## src/cmas_pkg.sv

```systemverilog
// ============================================================================
// cmas_pkg - shared constants and types of the cascaded moving-average smoother
// Holds the widths, configuration register indexes and reset values used by
// the smoother core and its scaling unit.
// ============================================================================
`default_nettype none

package cmas_pkg;

    // Longest window of the first two averaging stages
    localparam int MAX_PERIOD  = 64;
    localparam int SAMPLE_W    = 16;

    // Ring pointer and effective period widths
    localparam int PTR_W       = (MAX_PERIOD > 1) ? $clog2(MAX_PERIOD) : 1;
    localparam int EP_W        = $clog2(MAX_PERIOD + 1);

    // Running window sums: each stage grows by the log of its window length
    localparam int S1_W        = SAMPLE_W + PTR_W;
    localparam int S2_W        = S1_W + PTR_W;
    localparam int S3_W        = S2_W + 2;

    // Sample counter: must reach at least 2*MAX_PERIOD before it saturates
    localparam int COUNT_W     = $clog2(2 * MAX_PERIOD) + 1;
    localparam int CMP_W       = COUNT_W + 1;

    // Configuration registers
    localparam int PERIOD_W    = 7;
    localparam int RECIP_W     = 23;
    localparam int CFG_W       = RECIP_W;
    localparam int CFG_IDX_W   = 1;

    localparam logic [CFG_IDX_W-1:0] CFG_PERIOD = 1'b0;
    localparam logic [CFG_IDX_W-1:0] CFG_RECIP  = 1'b1;

    localparam logic [PERIOD_W-1:0] PERIOD_RST = 7'd2;
    localparam logic [RECIP_W-1:0]  RECIP_RST  = 23'd1398101;

    // Output scaling: reciprocal is a fraction with this many bits
    localparam int SCALE_SHIFT = 24;
    localparam int OUT_W       = 16;
    localparam int PROD_W      = S3_W + RECIP_W + 1;
    localparam int Q_W         = PROD_W - SCALE_SHIFT;

    typedef logic signed [SAMPLE_W-1:0] t_sample;
    typedef logic signed [S1_W-1:0]     t_sum1;
    typedef logic signed [S2_W-1:0]     t_sum2;
    typedef logic signed [S3_W-1:0]     t_sum3;
    typedef logic signed [OUT_W-1:0]    t_out;

    // Bypass control for a history RAM read that collides with a write
    typedef struct packed {
        logic               hit;
        logic [PTR_W-1:0]   addr;
    } t_byp;

endpackage

`default_nettype wire

```

## src/cmas_scale.sv

```systemverilog
// ============================================================================
// cmas_scale - triple-sum scaling unit
// Multiply the triple window sum by the reciprocal, round to nearest and
// saturate to signed Q8.8.
// ============================================================================
`default_nettype none

module cmas_scale (
    input  wire logic                              i_clk,
    input  wire logic                              i_en,
    input  wire cmas_pkg::t_sum3                   i_sum,
    input  wire logic [cmas_pkg::RECIP_W-1:0]      i_recip,
    output      cmas_pkg::t_out                    o_value
);

    localparam logic signed [cmas_pkg::PROD_W-1:0] HALF =
        cmas_pkg::PROD_W'(1) <<< (cmas_pkg::SCALE_SHIFT - 1);
    localparam logic signed [cmas_pkg::Q_W-1:0] Q_MAX =
        cmas_pkg::Q_W'((2 ** (cmas_pkg::OUT_W - 1)) - 1);
    localparam logic signed [cmas_pkg::Q_W-1:0] Q_MIN =
        -cmas_pkg::Q_W'(2 ** (cmas_pkg::OUT_W - 1));

    logic signed [cmas_pkg::PROD_W-1:0] w_prod;
    logic signed [cmas_pkg::PROD_W-1:0] w_round;
    logic signed [cmas_pkg::Q_W-1:0]    w_q;
    cmas_pkg::t_out                     n_value;
    cmas_pkg::t_out                     r_value;

    assign w_prod  = cmas_pkg::PROD_W'(i_sum) *
                     cmas_pkg::PROD_W'($signed({1'b0, i_recip}));
    assign w_round = w_prod + HALF;
    // arithmetic shift: floor towards minus infinity
    assign w_q     = w_round[cmas_pkg::PROD_W-1:cmas_pkg::SCALE_SHIFT];

    always_comb begin
        if (w_q > Q_MAX) begin
            n_value = Q_MAX[cmas_pkg::OUT_W-1:0];
        end else if (w_q < Q_MIN) begin
            n_value = Q_MIN[cmas_pkg::OUT_W-1:0];
        end else begin
            n_value = w_q[cmas_pkg::OUT_W-1:0];
        end
    end

    always_ff @(posedge i_clk) begin
        if (i_en) begin
            r_value <= n_value;
        end
    end

    assign o_value = r_value;

endmodule

`default_nettype wire

```

## config.mk

```make
export PLATFORM = sky130hd
export DESIGN_NAME = cmas_scale
export DESIGN_NICKNAME = d
export VERILOG_FILES = /design/src/cmas_pkg.sv /design/src/cmas_scale.sv
export SDC_FILE = /design/constraint.sdc
export NUM_CORES = 2
export LEC_CHECK = 0
export BUFFER_PORTS_ARGS = -buffer_cell sky130_fd_sc_hd__clkbuf_2
export CAP_MARGIN = 10
export CORE_MARGIN = 3
export CORE_UTILIZATION = 25
export CTS_CLUSTER_SIZE = 10
export DETAILED_ROUTE_END_ITERATION = 10
export GPL_ROUTABILITY_DRIVEN = 0
export PLACE_DENSITY = 0.38
export RECOVER_POWER = 50
export SYNTH_ARGS = -nofsm -noshare
export SYNTH_HDL_FRONTEND = slang
export SYNTH_SLANG_ARGS = --single-unit
export TNS_END_PERCENT = 10
```

## constraint.sdc

```tcl
create_clock -name i_clk -period 10.7 [get_ports i_clk]
set_input_delay 0.535 -clock i_clk [delete_from_list [all_inputs] [get_ports i_clk]]
set_output_delay 0.535 -clock i_clk [all_outputs]
set_load 0.01 [all_outputs]
```

==> qor.txt <==
Die height -> 331 um
Die width -> 331 um
EDFF count, synth -> 16
Cell Area, Synth -> 26400 um^2
Routed Antenna Nets -> 0
Hpwl dp -> 66.1 mm
CP delay by family, top -> adder cells
Crit path max fanout -> 30
Status -> complete, no violations
Yosys top cell by area -> fa_1
#FFs+latches synth -> 16
Synth Area in Compound Gates -> 0.0480
1st-iter DRT viols -> 650
Worst relative slew slack -> 0.379
Share of the synthesized area in the top cell type -> 0.537
DRC viols -> 0
M1 WL -> 33.3 mm
Slew @ Worst Pin -> 0.908 ns
Final nets -> 3776
Highest Signal Layer -> met5
Critical Path Slowest Stage Cell -> fa_1
GR Util All Layers -> 0.147
Core area -> 104000 um^2
Crit end category -> register
Hold_buf cts -> 0
Mux contribution to synthesized area -> 0.00118
Unique masters post-synth -> 77
Final Core Density -> 0.268
Vias -> 18.0k
Max-cap violation count -> 0
Wirelength, routed -> 76.6 mm
Vias in the first global route -> 20.8k
CP Cell Sequence -> clkbuf_2 -> nand2_1 -> fa_1 -> inv_1 -> fa_1 -> fa_1 -> fa_1 -> fa_1 -> fa_1 -> inv_1 -> fa_1 -> inv_1 -> ha_1 -> a21oi_1 -> o21ai_0 -> a211oi_1 -> a21oi_1 -> and2_4 -> nor4_1 -> o21bai_1 -> xnor2_1 -> o41a_1 -> o21ai_0
H-Tree Depth -> 1
Worst path max stage delay -> 0.96 ns
Post-DR vias/cell -> 4.27
Starting Density -> 0.253
Avg Cell Area, Syn -> 9.09 um^2
Final TNS setup -> 0 ns
Metal3 WL -> 1.33 mm
First-pass GRT wire length -> 125 mm
Post-Synth Adder-Cell Area -> 0.618
IO Port Bufs -> 70
Final hold viol count -> 0
Layout filler cell count -> 11.5k
Hold WC Path Type -> in -> reg
F_max -> 0.115 GHz
IO Count -> 71
Max-slew violations -> 0
Mapped Cells -> 2907
Post-Synthesis Net Count -> 3841
Critical path's most frequent cell -> fa_1
CTS tree -> built
Simple-Gate Fraction of Synth Area -> 0.166
Synth area leaders -> fa_1 54%, inv_1 11%, and2_1 9.4%
Area growth from synthesis to layout -> 5.94%
Row count -> 118
Global route overflow -> 0
Post-synth ARST share -> 0
Post-CTS Setup Bufs -> 0
Critical path type -> in -> reg
Dpl ws -> 1.62 ns
Met2 wire length -> 41.4 mm
Die ar. -> 110000 um^2
Reg area -> 480 um^2
Unrepaired setup endpoints after global routing -> no
Xor-xnor portion of the synthesized cell area -> 0.0119
Drt wl/cell -> 18.1 um
WP data required -> 10.66 ns
Initial antenna violation count -> 6
WP data arrival -> 8.68 ns
Multi-input logic area -> 22300 um^2
Post-CTS sizing -> 0
Buf+Inv Stages, Crit Path -> 4
Final Cycle Share -> 0.815
Max FFs per register -> 16
Register area share after synthesis -> 0.0182
Num CTS Buffers -> 3
Pre-antenna DRT Iters -> 5
Ratio of cells with drive above 1 in the final layout -> 0.0408
Largest family of logic cells by synthesized area -> adder cells
Min Tclk post-route -> 8.72 ns
Max Root-Sink Buffers -> 2
Clk sinks -> 16
Top_reg_cell synth -> edfxtp_1
Largest net degree at the start of global routing -> 31
Root Driver -> clkbuf_16
Final setup vio count -> 0
Startpoint Class -> input port
Worst-path clk slew -> 0.05 ns
Total number of yosys warnings -> 0
Final WS setup -> 1.98 ns
[layer usage]
| metal | up-vias | GRT usage |
|---|---|---|
| li1 | 8221 | - |
| met3 | 33 | 0.00579 |
| met5 | - | 0 |
| met2 | 177 | 0.282 |
| met1 | 9600 | 0.189 |
| met4 | 2 | 0.0120 |
[cells in the final DEF, fill, tap and decap left out, types with 12 or more instances in the layout]
cell type / n
a21oi_1: 50
and2_1: 395
clkbuf_2: 61
edfxtp_1: 16
fa_1: 708
ha_1: 171
inv_1: 789
nand2_1: 346
nand4_1: 20
nor2_1: 32
o21ai_0: 39
o21ai_2: 12
xnor2_1: 24
xor2_1: 12
[final timing paths]
path / end / startpoint / depth (start not counted) / slack (ns)
setup / recovery: o_value[8] / i_recip[7] / 23 / 1.98
hold / removal: o_value[7] / i_en / 1 / 0.96
[metrics by stage]
stage | hold slack [ns] | instances | cell area, um^2
finish | 0.964 | 4222 | 28000
global route | 1.05 | 4221 | 28000
CTS | 0.831 | 4221 | 28000
detailed placement | 0.979 | 4217 | 27900
global placement | 0.981 | 4217 | 27900
floorplan | 0.647 | 2907 | 26400
[cells in the mapped netlist, drive strengths merged, types with 16 or more instances]
cell type  count
clkbuf       134
nand4         20
nor2          32
edfxtp        16
inv          789
nand2        346
fa           708
a21oi         55
xnor2         24
ha           171
and2         397
o21ai         55
[layout make-up]
type / count / area share
clock inverters: 1 / 0.000134
inverters: 789 / 0.106
well taps: 1380 / 0.0617
diodes: 1 / 0.0000894
flip-flops and latches: 16 / 0.0172
clock buffers: 3 / 0.00268
multi-input cells: 1953 / 0.798
repair buffers: 79 / 0.0145
[cell families after synthesis]
logic type      after synthesis
buf+inv                     938
fa+ha+maj                   879
simple gates                853
compound gates              182
xor+xnor                     36
flops                        16
mux                           3
Power is not shown: default switching activity piles up to over one toggle a cycle in this logic, so the estimate is an artifact.
